`src/pcsf_pkg.sv`:
```
package pcsf_pkg;

   // default geometry of the block
   localparam int MAX_VERTICES = 16;
   localparam int COORD_WIDTH  = 10;
   localparam int MIN_COUNT    = 3;

   // fixed field widths of the channels
   localparam int INDEX_W = 4;
   localparam int FIELD_W = 10;
   localparam int SPAN_W  = 12;
   localparam int COUNT_W = 5;

   // operation codes
   localparam logic OP_STORE = 1'b0;
   localparam logic OP_ROW   = 1'b1;

   // side-band flags that travel with one edge through the divider
   typedef struct packed {
      logic live;        // slot carries an edge
      logic keep;        // edge counts (row item, not horizontal)
      logic last;        // final edge of the walk
      logic raise_left;  // edge raises the left bound
      logic neg;         // quotient is negative
   } tag_type;

endpackage

```
`src/pcsf_req_if.sv`:
```
interface pcsf_req_if;
   logic                                valid;
   logic                                ready;
   logic                                operation;
   logic [pcsf_pkg::INDEX_W-1:0]        vertex_index;
   logic [pcsf_pkg::FIELD_W-1:0]        vertex_x;
   logic [pcsf_pkg::FIELD_W-1:0]        vertex_y;
   logic [pcsf_pkg::FIELD_W-1:0]        row_y;

   modport source (output valid, operation, vertex_index, vertex_x, vertex_y, row_y,
                   input ready);
   modport sink   (input valid, operation, vertex_index, vertex_x, vertex_y, row_y,
                   output ready);
endinterface

```
`src/pcsf_rsp_if.sv`:
```
interface pcsf_rsp_if;
   logic                                valid;
   logic                                ready;
   logic                                span_valid;
   logic signed [pcsf_pkg::SPAN_W-1:0]  span_left;
   logic signed [pcsf_pkg::SPAN_W-1:0]  span_right;
   logic [pcsf_pkg::FIELD_W-1:0]        row_min;
   logic [pcsf_pkg::FIELD_W-1:0]        row_max;

   modport source (output valid, span_valid, span_left, span_right, row_min, row_max,
                   input ready);
   modport sink   (input valid, span_valid, span_left, span_right, row_min, row_max,
                   output ready);
endinterface

```
`src/pcsf_div_cell.sv`:
```
module pcsf_div_cell #(
   parameter int COORD_WIDTH = pcsf_pkg::COORD_WIDTH
) (
   input  logic                        clock,
   input  logic                        reset,
   input  pcsf_pkg::tag_type           tag_in,
   input  logic [COORD_WIDTH-1:0]      rem_in,
   input  logic [2*COORD_WIDTH:0]      work_in,
   input  logic [COORD_WIDTH-1:0]      div_in,
   output pcsf_pkg::tag_type           tag_out,
   output logic [COORD_WIDTH-1:0]      rem_out,
   output logic [2*COORD_WIDTH:0]      work_out,
   output logic [COORD_WIDTH-1:0]      div_out
);

   localparam int QW = 2 * COORD_WIDTH + 1;

   pcsf_pkg::tag_type          tag_ff;
   logic [COORD_WIDTH-1:0]     rem_ff;
   logic [QW-1:0]              work_ff;
   logic [COORD_WIDTH-1:0]     div_ff;
   logic [COORD_WIDTH:0]       acc;
   logic [COORD_WIDTH:0]       diff;
   logic                       take;

   // one restoring step: bring down the next dividend bit, trial subtract
   assign acc  = {rem_in, work_in[QW-1]};
   assign diff = acc - {1'b0, div_in};
   assign take = (acc >= {1'b0, div_in});

   always_ff @(posedge clock) begin
      if (reset) begin
         tag_ff <= '0;
      end else begin
         tag_ff <= tag_in;
      end
   end

   // advance remainder, quotient and divisor to the next cell
   always_ff @(posedge clock) begin
      rem_ff  <= take ? diff[COORD_WIDTH-1:0] : acc[COORD_WIDTH-1:0];
      work_ff <= {work_in[QW-2:0], take};
      div_ff  <= div_in;
   end

   assign tag_out  = tag_ff;
   assign rem_out  = rem_ff;
   assign work_out = work_ff;
   assign div_out  = div_ff;

endmodule

```
`src/convex_polygon_span_fill_unit.sv`:
```
// Convex polygon span fill.
// req_channel takes items: a store item writes one vertex slot, a row item asks
// for the span that the stored convex polygon covers on scanline row_y.
// rsp_channel returns exactly one result per item, in order; row_min and
// row_max give the y extent of the vertices in use.
// csr_write_enable / csr_write_data set the vertex count; write it only while
// no item is in flight.
// Each item reads the vertices one a cycle (count + 1 reads), then each edge
// passes the multiply stage, the sum stage and a chain of 2*COORD_WIDTH+1
// divider cells, one quotient bit per cell; the next item is taken once the
// result is in the output register.
// Reset clears the control state and sets the count to three; vertex slots
// hold nothing defined until written.
// A stalled receiver holds the result in the output register; the next item
// may be accepted meanwhile but its result waits until that one is taken.
module convex_polygon_span_fill_unit #(
   parameter int MAX_VERTICES = pcsf_pkg::MAX_VERTICES,
   parameter int COORD_WIDTH  = pcsf_pkg::COORD_WIDTH
) (
   input  logic                          clock,
   input  logic                          reset,
   pcsf_req_if.sink                      req_channel,
   pcsf_rsp_if.source                    rsp_channel,
   input  logic                          csr_write_enable,
   input  logic [pcsf_pkg::COUNT_W-1:0]  csr_write_data
);

   localparam int C  = COORD_WIDTH;
   localparam int AW = $clog2(MAX_VERTICES);
   localparam int CW = $clog2(MAX_VERTICES + 1);
   localparam int QW = 2 * C + 1;
   localparam int PW = 2 * C + 2;
   localparam int SW = C + 2;

   localparam logic [1:0] ST_IDLE  = 2'd0;
   localparam logic [1:0] ST_WALK  = 2'd1;
   localparam logic [1:0] ST_DRAIN = 2'd2;
   localparam logic [1:0] ST_SEND  = 2'd3;

   localparam logic signed [SW-1:0] SPAN_LOW  = -SW'(1);
   localparam logic signed [SW-1:0] SPAN_HIGH = SW'(1) << C;

   // vertex memory
   logic [C-1:0]  mem_x [MAX_VERTICES];
   logic [C-1:0]  mem_y [MAX_VERTICES];

   logic [pcsf_pkg::COUNT_W-1:0] count_ff;
   logic [1:0]                   state_ff;
   logic                         op_ff;
   logic [C-1:0]                 row_ff;
   logic [CW-1:0]                n_ff;
   logic [CW-1:0]                k_ff;
   logic [CW-1:0]                n_in;
   logic                         req_fire;
   logic                         wr_en;
   logic [AW-1:0]                wr_addr;
   logic                         rd_en;
   logic [AW-1:0]                rd_addr;

   // read stage
   logic                         rv_ff;
   logic                         rfirst_ff;
   logic                         rwrap_ff;
   logic [C-1:0]                 rx_ff;
   logic [C-1:0]                 ry_ff;
   logic [C-1:0]                 px_ff;
   logic [C-1:0]                 py_ff;
   logic [C-1:0]                 ymin_ff;
   logic [C-1:0]                 ymax_ff;

   // multiply stage
   logic signed [C:0]            den;
   logic signed [C:0]            dy;
   logic signed [C:0]            dx;
   pcsf_pkg::tag_type            m_tag_ff;
   logic                         m_dneg_ff;
   logic [C-1:0]                 m_div_ff;
   logic signed [PW-1:0]         m_p1_ff;
   logic signed [PW-1:0]         m_p2_ff;

   // sum stage
   logic signed [PW-1:0]         num;
   logic [PW-1:0]                num_mag;
   pcsf_pkg::tag_type            s_tag_ff;
   logic [QW-1:0]                s_work_ff;
   logic [C-1:0]                 s_div_ff;
   pcsf_pkg::tag_type            s_tag_in;

   // divider chain
   pcsf_pkg::tag_type            tag_c  [QW+1];
   logic [C-1:0]                 rem_c  [QW+1];
   logic [QW-1:0]                work_c [QW+1];
   logic [C-1:0]                 div_c  [QW+1];

   // bounds and output
   logic signed [SW-1:0]         left_ff;
   logic signed [SW-1:0]         right_ff;
   logic signed [SW-1:0]         t_sat;
   pcsf_pkg::tag_type            end_tag;
   logic [QW-1:0]                q;
   logic                         send;
   logic                         rsp_valid_ff;
   logic                         sv_ff;
   logic signed [pcsf_pkg::SPAN_W-1:0] sl_ff;
   logic signed [pcsf_pkg::SPAN_W-1:0] sr_ff;
   logic [pcsf_pkg::FIELD_W-1:0] rmin_ff;
   logic [pcsf_pkg::FIELD_W-1:0] rmax_ff;

   assign req_channel.ready = (state_ff == ST_IDLE);
   assign req_fire = req_channel.valid && req_channel.ready;

   // clamp the configured count to the supported range
   always_comb begin
      int c;
      c = int'(count_ff);
      if (c < pcsf_pkg::MIN_COUNT) c = pcsf_pkg::MIN_COUNT;
      if (c > MAX_VERTICES) c = MAX_VERTICES;
      n_in = CW'(c);
   end

   always_ff @(posedge clock) begin
      if (reset) begin
         count_ff <= pcsf_pkg::COUNT_W'(pcsf_pkg::MIN_COUNT);
      end else if (csr_write_enable) begin
         count_ff <= csr_write_data;
      end
   end

   // vertex write on a store transfer, slots beyond the memory dropped
   assign wr_en   = req_fire && (req_channel.operation == pcsf_pkg::OP_STORE)
                    && (int'(req_channel.vertex_index) < MAX_VERTICES);
   assign wr_addr = AW'(req_channel.vertex_index);

   always_ff @(posedge clock) begin
      if (wr_en) begin
         mem_x[wr_addr] <= C'(req_channel.vertex_x);
         mem_y[wr_addr] <= C'(req_channel.vertex_y);
      end
   end

   // walk the vertices in order and wrap back to the first one
   assign rd_en   = (state_ff == ST_WALK);
   assign rd_addr = (k_ff == n_ff) ? '0 : k_ff[AW-1:0];

   always_ff @(posedge clock) begin
      rx_ff <= mem_x[rd_addr];
      ry_ff <= mem_y[rd_addr];
   end

   always_ff @(posedge clock) begin
      if (reset) begin
         rv_ff <= 1'b0;
      end else begin
         rv_ff <= rd_en;
      end
   end

   always_ff @(posedge clock) begin
      rfirst_ff <= (k_ff == '0);
      rwrap_ff  <= (k_ff == n_ff);
      if (rv_ff) begin
         px_ff <= rx_ff;
         py_ff <= ry_ff;
      end
      // track the y extent over the vertices in use
      if (rv_ff && !rwrap_ff) begin
         if (rfirst_ff) begin
            ymin_ff <= ry_ff;
            ymax_ff <= ry_ff;
         end else begin
            if (ry_ff < ymin_ff) ymin_ff <= ry_ff;
            if (ry_ff > ymax_ff) ymax_ff <= ry_ff;
         end
      end
   end

   // edge from the previous vertex to the one just read
   assign den = signed'({1'b0, ry_ff}) - signed'({1'b0, py_ff});
   assign dy  = signed'({1'b0, row_ff}) - signed'({1'b0, py_ff});
   assign dx  = signed'({1'b0, rx_ff}) - signed'({1'b0, px_ff});

   always_ff @(posedge clock) begin
      if (reset) begin
         m_tag_ff <= '0;
      end else begin
         m_tag_ff.live       <= rv_ff && !rfirst_ff;
         m_tag_ff.keep       <= (den != '0) && (op_ff == pcsf_pkg::OP_ROW);
         m_tag_ff.last       <= rwrap_ff;
         m_tag_ff.raise_left <= (py_ff >= ry_ff);
         m_tag_ff.neg        <= 1'b0;
      end
   end

   always_ff @(posedge clock) begin
      m_dneg_ff <= den[C];
      m_div_ff  <= den[C] ? C'(-den) : C'(den);
      m_p1_ff   <= PW'(signed'({1'b0, px_ff}) * den);
      m_p2_ff   <= PW'(dy * dx);
   end

   // form the numerator and split it into sign and magnitude
   assign num     = m_p1_ff + m_p2_ff;
   assign num_mag = num[PW-1] ? PW'(-num) : PW'(num);

   always_comb begin
      s_tag_in     = m_tag_ff;
      s_tag_in.neg = num[PW-1] ^ m_dneg_ff;
   end

   always_ff @(posedge clock) begin
      if (reset) begin
         s_tag_ff <= '0;
      end else begin
         s_tag_ff <= s_tag_in;
      end
   end

   always_ff @(posedge clock) begin
      s_work_ff <= num_mag[QW-1:0];
      s_div_ff  <= m_div_ff;
   end

   assign tag_c[0]  = s_tag_ff;
   assign rem_c[0]  = '0;
   assign work_c[0] = s_work_ff;
   assign div_c[0]  = s_div_ff;

   // one cell per quotient bit
   for (genvar g = 0; g < QW; g++) begin : g_cell
      pcsf_div_cell #(
         .COORD_WIDTH (COORD_WIDTH)
      ) u_cell (
         .clock    (clock),
         .reset    (reset),
         .tag_in   (tag_c[g]),
         .rem_in   (rem_c[g]),
         .work_in  (work_c[g]),
         .div_in   (div_c[g]),
         .tag_out  (tag_c[g+1]),
         .rem_out  (rem_c[g+1]),
         .work_out (work_c[g+1]),
         .div_out  (div_c[g+1])
      );
   end

   assign end_tag = tag_c[QW];
   assign q       = work_c[QW];

   // saturate the truncated quotient; any negative value lands on the low bound
   always_comb begin
      if (end_tag.neg && (q != '0)) begin
         t_sat = SPAN_LOW;
      end else if (q > (QW'(1) << C)) begin
         t_sat = SPAN_HIGH;
      end else begin
         t_sat = signed'({1'b0, q[C:0]});
      end
   end

   assign send = (state_ff == ST_SEND) && (!rsp_valid_ff || rsp_channel.ready);

   // sequencer
   always_ff @(posedge clock) begin
      if (reset) begin
         state_ff <= ST_IDLE;
      end else begin
         case (state_ff)
            ST_IDLE: begin
               if (req_fire) state_ff <= ST_WALK;
            end
            ST_WALK: begin
               if (k_ff == n_ff) state_ff <= ST_DRAIN;
            end
            ST_DRAIN: begin
               if (end_tag.live && end_tag.last) state_ff <= ST_SEND;
            end
            ST_SEND: begin
               if (send) state_ff <= ST_IDLE;
            end
            default: state_ff <= ST_IDLE;
         endcase
      end
   end

   // item context, walk counter and bounds
   always_ff @(posedge clock) begin
      if (req_fire) begin
         op_ff    <= req_channel.operation;
         row_ff   <= C'(req_channel.row_y);
         n_ff     <= n_in;
         k_ff     <= '0;
         left_ff  <= SPAN_LOW;
         right_ff <= SPAN_HIGH;
      end else begin
         if (rd_en) k_ff <= k_ff + CW'(1);
         if (end_tag.live && end_tag.keep) begin
            if (end_tag.raise_left) begin
               if (t_sat > left_ff) left_ff <= t_sat;
            end else begin
               if (t_sat < right_ff) right_ff <= t_sat;
            end
         end
      end
   end

   // output register, held while the receiver stalls
   always_ff @(posedge clock) begin
      if (reset) begin
         rsp_valid_ff <= 1'b0;
      end else if (send) begin
         rsp_valid_ff <= 1'b1;
      end else if (rsp_channel.ready) begin
         rsp_valid_ff <= 1'b0;
      end
   end

   always_ff @(posedge clock) begin
      if (send) begin
         rmin_ff <= pcsf_pkg::FIELD_W'(ymin_ff);
         rmax_ff <= pcsf_pkg::FIELD_W'(ymax_ff);
         if (op_ff == pcsf_pkg::OP_ROW) begin
            sv_ff <= (row_ff >= ymin_ff) && (row_ff <= ymax_ff) && (left_ff < right_ff);
            sl_ff <= pcsf_pkg::SPAN_W'(left_ff);
            sr_ff <= pcsf_pkg::SPAN_W'(right_ff);
         end else begin
            sv_ff <= 1'b0;
            sl_ff <= '0;
            sr_ff <= '0;
         end
      end
   end

   assign rsp_channel.valid      = rsp_valid_ff;
   assign rsp_channel.span_valid = sv_ff;
   assign rsp_channel.span_left  = sl_ff;
   assign rsp_channel.span_right = sr_ff;
   assign rsp_channel.row_min    = rmin_ff;
   assign rsp_channel.row_max    = rmax_ff;

endmodule
```
`src/flat_wrapper.sv`:
```
// flat-port wrapper written by rule: the top's interface ports become plain ports
module convex_polygon_span_fill_unit_flat 
#(
   parameter int MAX_VERTICES = pcsf_pkg::MAX_VERTICES,
   parameter int COORD_WIDTH  = pcsf_pkg::COORD_WIDTH
)
  (clock, reset, csr_write_enable, csr_write_data, req_channel_valid, req_channel_operation, req_channel_vertex_index, req_channel_vertex_x, req_channel_vertex_y, req_channel_row_y, req_channel_ready, rsp_channel_valid, rsp_channel_span_valid, rsp_channel_span_left, rsp_channel_span_right, rsp_channel_row_min, rsp_channel_row_max, rsp_channel_ready);
  pcsf_req_if req_channel_i ();
  pcsf_rsp_if rsp_channel_i ();
  input  logic clock;
  input  logic reset;
  input  logic csr_write_enable;
  input  logic [pcsf_pkg::COUNT_W-1:0] csr_write_data;
  input wire logic [$bits(req_channel_i.valid)-1:0] req_channel_valid;
  input wire logic [$bits(req_channel_i.operation)-1:0] req_channel_operation;
  input wire logic [$bits(req_channel_i.vertex_index)-1:0] req_channel_vertex_index;
  input wire logic [$bits(req_channel_i.vertex_x)-1:0] req_channel_vertex_x;
  input wire logic [$bits(req_channel_i.vertex_y)-1:0] req_channel_vertex_y;
  input wire logic [$bits(req_channel_i.row_y)-1:0] req_channel_row_y;
  output wire logic [$bits(req_channel_i.ready)-1:0] req_channel_ready;
  output wire logic [$bits(rsp_channel_i.valid)-1:0] rsp_channel_valid;
  output wire logic [$bits(rsp_channel_i.span_valid)-1:0] rsp_channel_span_valid;
  output wire logic [$bits(rsp_channel_i.span_left)-1:0] rsp_channel_span_left;
  output wire logic [$bits(rsp_channel_i.span_right)-1:0] rsp_channel_span_right;
  output wire logic [$bits(rsp_channel_i.row_min)-1:0] rsp_channel_row_min;
  output wire logic [$bits(rsp_channel_i.row_max)-1:0] rsp_channel_row_max;
  input wire logic [$bits(rsp_channel_i.ready)-1:0] rsp_channel_ready;
  assign req_channel_i.valid = req_channel_valid;
  assign req_channel_i.operation = req_channel_operation;
  assign req_channel_i.vertex_index = req_channel_vertex_index;
  assign req_channel_i.vertex_x = req_channel_vertex_x;
  assign req_channel_i.vertex_y = req_channel_vertex_y;
  assign req_channel_i.row_y = req_channel_row_y;
  assign req_channel_ready = req_channel_i.ready;
  assign rsp_channel_valid = rsp_channel_i.valid;
  assign rsp_channel_span_valid = rsp_channel_i.span_valid;
  assign rsp_channel_span_left = rsp_channel_i.span_left;
  assign rsp_channel_span_right = rsp_channel_i.span_right;
  assign rsp_channel_row_min = rsp_channel_i.row_min;
  assign rsp_channel_row_max = rsp_channel_i.row_max;
  assign rsp_channel_i.ready = rsp_channel_ready;
  convex_polygon_span_fill_unit #(.MAX_VERTICES(MAX_VERTICES), .COORD_WIDTH(COORD_WIDTH)) u_core (.clock(clock), .reset(reset), .req_channel(req_channel_i), .rsp_channel(rsp_channel_i), .csr_write_enable(csr_write_enable), .csr_write_data(csr_write_data));
endmodule
```
`config.mk`:
```
export PLATFORM = sky130hd
export DESIGN_NAME = convex_polygon_span_fill_unit_flat
export DESIGN_NICKNAME = d
export VERILOG_FILES = /design/src/pcsf_pkg.sv /design/src/pcsf_req_if.sv /design/src/pcsf_rsp_if.sv /design/src/pcsf_div_cell.sv /design/src/convex_polygon_span_fill_unit.sv /design/src/flat_wrapper.sv
export SDC_FILE = /design/constraint.sdc
export NUM_CORES = 2
export LEC_CHECK = 0
export ABC_AREA = 0
export ABC_CLOCK_PERIOD_IN_PS = 6800
export BUFFER_PORTS_ARGS = -buffer_cell sky130_fd_sc_hd__buf_2
export CORE_MARGIN = 2
export CORE_UTILIZATION = 54
export DETAILED_ROUTE_END_ITERATION = 8
export PLACE_DENSITY = 0.74
export SLEW_MARGIN = 20
export SYNTH_ARGS = -nofsm -noshare
export SYNTH_HDL_FRONTEND = slang
export SYNTH_SLANG_ARGS = --single-unit
export TNS_END_PERCENT = 30
```
`constraint.sdc`:
```
create_clock -name clock -period 6.8 [get_ports clock]
set_clock_uncertainty 0.1 [all_clocks]
set_input_delay 0.68 -clock clock [delete_from_list [all_inputs] [get_ports clock]]
set_output_delay 0.68 -clock clock [all_outputs]
set_load 0.01 [all_outputs]
```
* Yosys cells after proc, flatten, opt, wreduce, memory -nomap -nowiden
Memories as Yosys holds them, arrays and structs flattened. A register that Yosys moved wholly into a read port is not among the register bits.
Cells that the tools add are included.
** Storage, ports and cells
- Bits in writable memories :: 320
- Word-level logic and storage cells :: 343
- Output and inout port bits :: 47
- Input port bits :: 45
- Flip-flop bits (word level) :: 1182
- Memories kept :: 2
** Operators by class
- Bitwise operators :: 3
- Reduce and logical (&&, ||, !) cells :: 27
- Muxes and demuxes :: 39
- $add $sub $neg :: 27
- $lt $le $gt $ge :: 32
- Multiply operators :: 2
- Eq/ne operators :: 8
** Memories
- u_core.mem_x :: depth 16, bits a word 10, read ports 1, clocked after memory_dff 1, wr ports 1, RTL line convex_polygon_span_fill_unit.sv:44 : logic [C-1:0] mem_x [MAX_VERTICES];
- u_core.mem_y :: depth 16, bits a word 10, read ports 1, clocked after memory_dff 1, wr ports 1, RTL line convex_polygon_span_fill_unit.sv:45 : logic [C-1:0] mem_y [MAX_VERTICES];
** Operators with widths (number)
- $mux 10 :: 24
- $ge 11x10->1 :: 20
- $sub 10x10->10 :: 19
- $mul 11x11->22 :: 2
- $sub 10x10->11 :: 3
- $lt 12x12->1 :: 2
- $add 22x22->22 :: 1
- $gt 21x11->1 const B :: 1
- $mux 21 :: 1
- $neg 21->21 :: 1
- $reduce_bool 21->1 :: 1
- $ge 10x10->1 :: 2
- $gt 12x12->1 :: 1
- $mux 12 :: 1
- $logic_and 1x1->1 :: 11
- $mux 11 :: 1
- $reduce_bool 11->1 :: 1
- $ge 1x10->1 :: 1
- $gt 10x10->1 :: 1
- $le 10x10->1 :: 1
- $lt 10x10->1 :: 1
- $neg 10->10 :: 1
- $sub 1x10->10 :: 1
- $mux 2 :: 4
- other kinds (22) :: 36

* Longest topological paths before layout
- Depth in word-level cells :: 5
- Mapped depth :: 33
- Gate-level depth less buffers :: 33

* Hierarchy
A second synthesis with hierarchy kept.
** Unflattened totals
- Cells, all modules :: 5507
- Area, all modules :: 66211.0 um2
** By module, submodules not included
- convex_polygon_span_fill_unit :: sequential area each 15745.1 um2, cells an instance 2848, times used 1, area an instance 33149.3 um2
- pcsf_div_cell (u_core.g_cell[18].u_cell ...) :: sequential area each 920.9 um2, cells an instance 127, times used 12, area an instance 1574.0 um2
- pcsf_div_cell (u_core.g_cell[0].u_cell ...) :: sequential area each 920.9 um2, cells an instance 126, times used 8, area an instance 1575.3 um2
- pcsf_div_cell (u_core.g_cell[17].u_cell) :: sequential area each 920.9 um2, cells an instance 127, times used 1, area an instance 1571.5 um2

* Worst setup path before layout
OpenSTA, ideal clock, no wires.
- Path kind :: register -> register
- Start :: register u_core.px_ff[1]
- End :: register u_core.m_p2_ff[20]
- Arrival time :: 7.348 ns
- Stages on the path, launching flop included :: 30
- Required time :: 6.594 ns
- Buffers on the path :: 1
- Setup time :: 0.106 ns
- Path slack :: -0.754 ns
- Clock period less this slack :: 7.554 ns
- Cells stage by stage :: edfxtp_1 -> clkbuf_1 -> inv_1 -> ha_1 -> nor2b_1 -> o21ai_0 -> a21oi_1 -> o21ai_0 -> a21boi_1 -> o21ai_0 -> a21boi_1 -> mux2_2 -> nor2_1 -> nor2_1 -> fa_1 -> fa_1 -> fa_1 -> fa_1 -> inv_1 -> fa_1 -> inv_1 -> ha_1 -> a21o_1 -> a21o_1 -> a21oi_1 -> nor2b_1 -> a21oi_1 -> o311ai_1 -> or4b_1 -> o311ai_0
** Between the ends
- Longest elaborated chain between the ends :: 2
** Ends and longest elaborated chain
- start, declared :: RTL line convex_polygon_span_fill_unit.sv:66 : logic [C-1:0] px_ff;
- start signal, assigned :: RTL line convex_polygon_span_fill_unit.sv:162 : px_ff <= rx_ff;
- $sub 10x10->11 :: RTL line convex_polygon_span_fill_unit.sv:180 : assign dx = signed'({1'b0, rx_ff}) - signed'({1'b0, px_ff});
- $mul 11x11->22 :: RTL line convex_polygon_span_fill_unit.sv:198 : m_p2_ff <= PW'(dy * dx);
- end signal, assigned :: RTL line convex_polygon_span_fill_unit.sv:198
- end, declared :: RTL line convex_polygon_span_fill_unit.sv:79 : logic signed [PW-1:0] m_p2_ff;
Every way passes these cells.
A chain may end at the register's enable or synchronous reset.

* Worst setup path in the final report
- Start :: register u_core.row_ff[1]
- End :: register u_core.m_p2_ff[20]
** Between the ends
- Longest elaborated chain between the ends :: 2
** Ends and longest elaborated chain
- start, declared :: RTL line convex_polygon_span_fill_unit.sv:50 : logic [C-1:0] row_ff;
- start signal, assigned :: RTL line convex_polygon_span_fill_unit.sv:289 : row_ff <= C'(req_channel.row_y);
- $sub 10x10->11 :: RTL line convex_polygon_span_fill_unit.sv:179 : assign dy = signed'({1'b0, row_ff}) - signed'({1'b0, py_ff});
- $mul 11x11->22 :: RTL line convex_polygon_span_fill_unit.sv:198
Every way passes these cells.

==> run summary <==
standard-cell rows: 125
unrepaired setup endpoints after global routing: true
cell area after synthesis: 63,400 um^2
placed wire-length estimate after detailed placement: 89,800 um
CTS H-tree depth: 4
Critical Setup Path Class: reg2reg
outcome: finished with violations
Chip Width: 347 um
worst-case headroom to the max-slew limit: 0.310
most used cells in the layout excluding fill and tap cells: 1,098 x dfxtp_1, 709 x inv_1, 440 x ha_1
total DRC errors in the routed layout: 0
minimum clock period after layout: 7.08 ns
ports placed on the boundary: 92
Max Freq: 0.141 GHz
leading cell type in the layout, fill and taps excluded: dfxtp_1
Synth Area per Inst: 11.7 um^2
total congestion overflow after global routing: 0
initial standard-cell utilization of the core: 0.545
CTS Buf Count: 146
number of sinks handled by clock tree synthesis: 1,522
endpoint required time on the critical path: 7.35 ns
violated checks: negative setup slack
die footprint: 120,000 um^2
actual transition at the worst max-transition pin: 1.03 ns
starting DRC count in detailed routing: 2,391
remaining antenna violation count: 0
CP most frequent cell: fa_1
die height: 347 um
sum of routed wire length over all layers: 128,000 um
Core Region: 116,000 um^2
slowest library cell on the worst path: fa_1
share of the yosys chip area belonging to registers: 0.547
number of distinct library cells after synthesis: 81
# port buffers: 91
final number of hold-violating endpoints: 0
TritonCTS clock tree: yes
placed cell count: 7,096
worst hold slack across all endpoints: 0.0524 ns
area growth from synthesis to layout: 14.5%
Post-layout nets: 6,472
maximum buffer depth of the clock tree: 3
aggregate global-route resource usage: 0.214
wire length of the first global-routing pass: 205,000 um
final worst-path cycle share: 1.04
endpoint class of the critical path: flop
final setup TNS: -0.436 ns
Worst setup SP type: flop
data arrival time of the worst path: 7.63 ns
fraction of final layout cells sized beyond drive strength 1: 0.151
routed length per instance: 17.3 um
clock transition at the registers of the reported paths: 0.06 ns
#FFs+latches synth: 1,522
dominant register cell in the synthesized netlist: dfxtp_1
syn nets: 6,134
biggest cell delay along the critical path: 0.56 ns
largest net degree at the start of global routing: 109
vias after detailed routing: 38,955
number of standard cells in the final layout excluding fillers: 7,408
number of flops mapped to enable cells by yosys: 421
minimum setup slack in the final design: -0.279 ns
via count of the first global-routing pass: 39,681
fill cell instance count of the final layout: 8,822
master cell of the clock root buffer: clkbuf_16
Avg Vias per Cell: 5.26
number of synthesis warnings: 0
final weighted congestion in routability-driven placement: 0.855
asr flop ratio synth: 0
peak fanout along the critical path: 3
clock network latency to the later pin of the worst-skew pair: 0.79 ns
number of maximum-capacitance constraint violations: 0
number of antenna violations at the first check in global routing: 6
endpoints failing setup: 3
class of the most critical hold timing path: in2reg
length of the first detailed-routing pass in iterations: 5
Syn Inst Count: 5,425
final-report max-slew violation count: 0
==> metrics by stage <==
| stage | area [um^2] | setup WS, ns | util |
|---|---|---|---|
| after floorplan | 63500 | -0.0467 | - |
| final | 72500 | -0.279 | 0.624 |
| after CTS | 72200 | -0.139 | 0.621 |
| after global placement | 66800 | -0.242 | 0.575 |
| after detailed placement | 66800 | -0.461 | 0.575 |
| after global routing | 72500 | -0.546 | 0.624 |
==> worst paths after layout <==
| check | start | cells after the start | to | slack, ns |
|---|---|---|---|---|
| max | u_core.row_ff[1]$_DFFE_PP_ | 28 | u_core.m_p2_ff[20]$_DFF_P_ | -0.28 |
| min | csr_write_data[3] | 3 | u_core.count_ff[3]$_SDFFE_PP0P_ | 0.05 |
| max reg2reg | u_core.row_ff[1]$_DFFE_PP_ | 28 | u_core.m_p2_ff[20]$_DFF_P_ | -0.28 |
| min reg2reg | u_core.g_cell[7].u_cell.work_out[18]$_DFF_P_ | 0 | u_core.g_cell[8].u_cell.work_out[19]$_DFF_P_ | 0.20 |
==> what timing repair did <==
action,4_1_cts,5_1_grt
buffers inserted,22,16
endpoints found under the hold margin,7,0
hold buffers,7,0
setup endpoints to repair,11,18
pin swaps,44,73
gates resized for setup,44,58
==> worst max-delay path: cells and delay by family, from the launching register on <==
| kind | cells | cell delay, ns |
|---|---|---|
| adders and majority gates | 7 | 3.01 |
| AOI/OAI and AO/OA | 12 | 1.82 |
| and+or+nand+nor | 6 | 1.47 |
| DFF | 1 | 0.43 |
| buffers and inverters | 3 | 0.15 |
==> cells in the mapped netlist (22+ instances only) <==
library cell     n  area, um^2
dfxtp_1       1101       22000
inv_1          719        2700
ha_1           452        5660
edfxtp_1       421       12600
nand2_1        362        1360
nor2_1         349        1310
fa_1           212        4240
o21ai_0        187         936
nor2b_1        181        1130
mux2_2         156        1760
xnor2_1        138        1210
a21oi_1        103         515
and2_1         103         644
clkbuf_1        95         357
mux2i_1         78         781
a21boi_0        66         495
a211oi_1        58         435
nor3_1          54         270
nand4_1         53         332
a21o_1          50         375
a31oi_1         50         313
xor2_1          45         394
mux4_2          40         901
nand2b_1        37         231
o21a_1          28         210
a221oi_1        22         193
nand3_1         22         110
==> registers in the layout, summed over array words and instances (netlist names), 12 cells and up <==
register	flops
u_core.g_cell.u_cell.div_out	200
u_core.g_cell.u_cell.rem_out	200
u_core.g_cell.u_cell.tag_out	105
u_core.g_cell.u_cell.work_out	441
u_core.left_ff	12
u_core.m_p1_ff	22
u_core.m_p2_ff	22
u_core.mem_x	160
u_core.mem_y	160
u_core.right_ff	12
u_core.rsp_channel.span_left	12
u_core.rsp_channel.span_right	12
u_core.s_work_ff	21
==> layer usage <==
metal / part of all wire / vias up / track usage
met5: 0.00027 / - / 0
met4: 0.025 / 6 / 0.0691
met3: 0.052 / 220 / 0.0359
met2: 0.50 / 908 / 0.371
met1: 0.43 / 18936 / 0.273
li1: - / 18885 / -
==> layout make-up <==
| class | count | area [um^2] | area share |
|---|---|---|---|
| multi-input cells | 3070 | 26200 | 0.360 |
| flip-flops and latches | 1522 | 34700 | 0.478 |
| diodes | 3 | 7.51 | 0.000103 |
| clock inverters | 65 | 910 | 0.0125 |
| well taps | 1524 | 1910 | 0.0263 |
| inverters | 721 | 2710 | 0.0373 |
| clock buffers | 201 | 4100 | 0.0566 |
| repair buffers | 302 | 2070 | 0.0285 |
==> logic make-up after synthesis <==
logic type	after synthesis	synth area share
flops	1522	0.547
simple gates	1254	0.0955
buf+inv	833	0.0496
compound gates	695	0.0717
fa+ha+maj	664	0.156
mux	274	0.0543
xor+xnor	183	0.0253
Power is not shown: default switching activity piles up to over one toggle a cycle in this logic, so the estimate is an artifact.
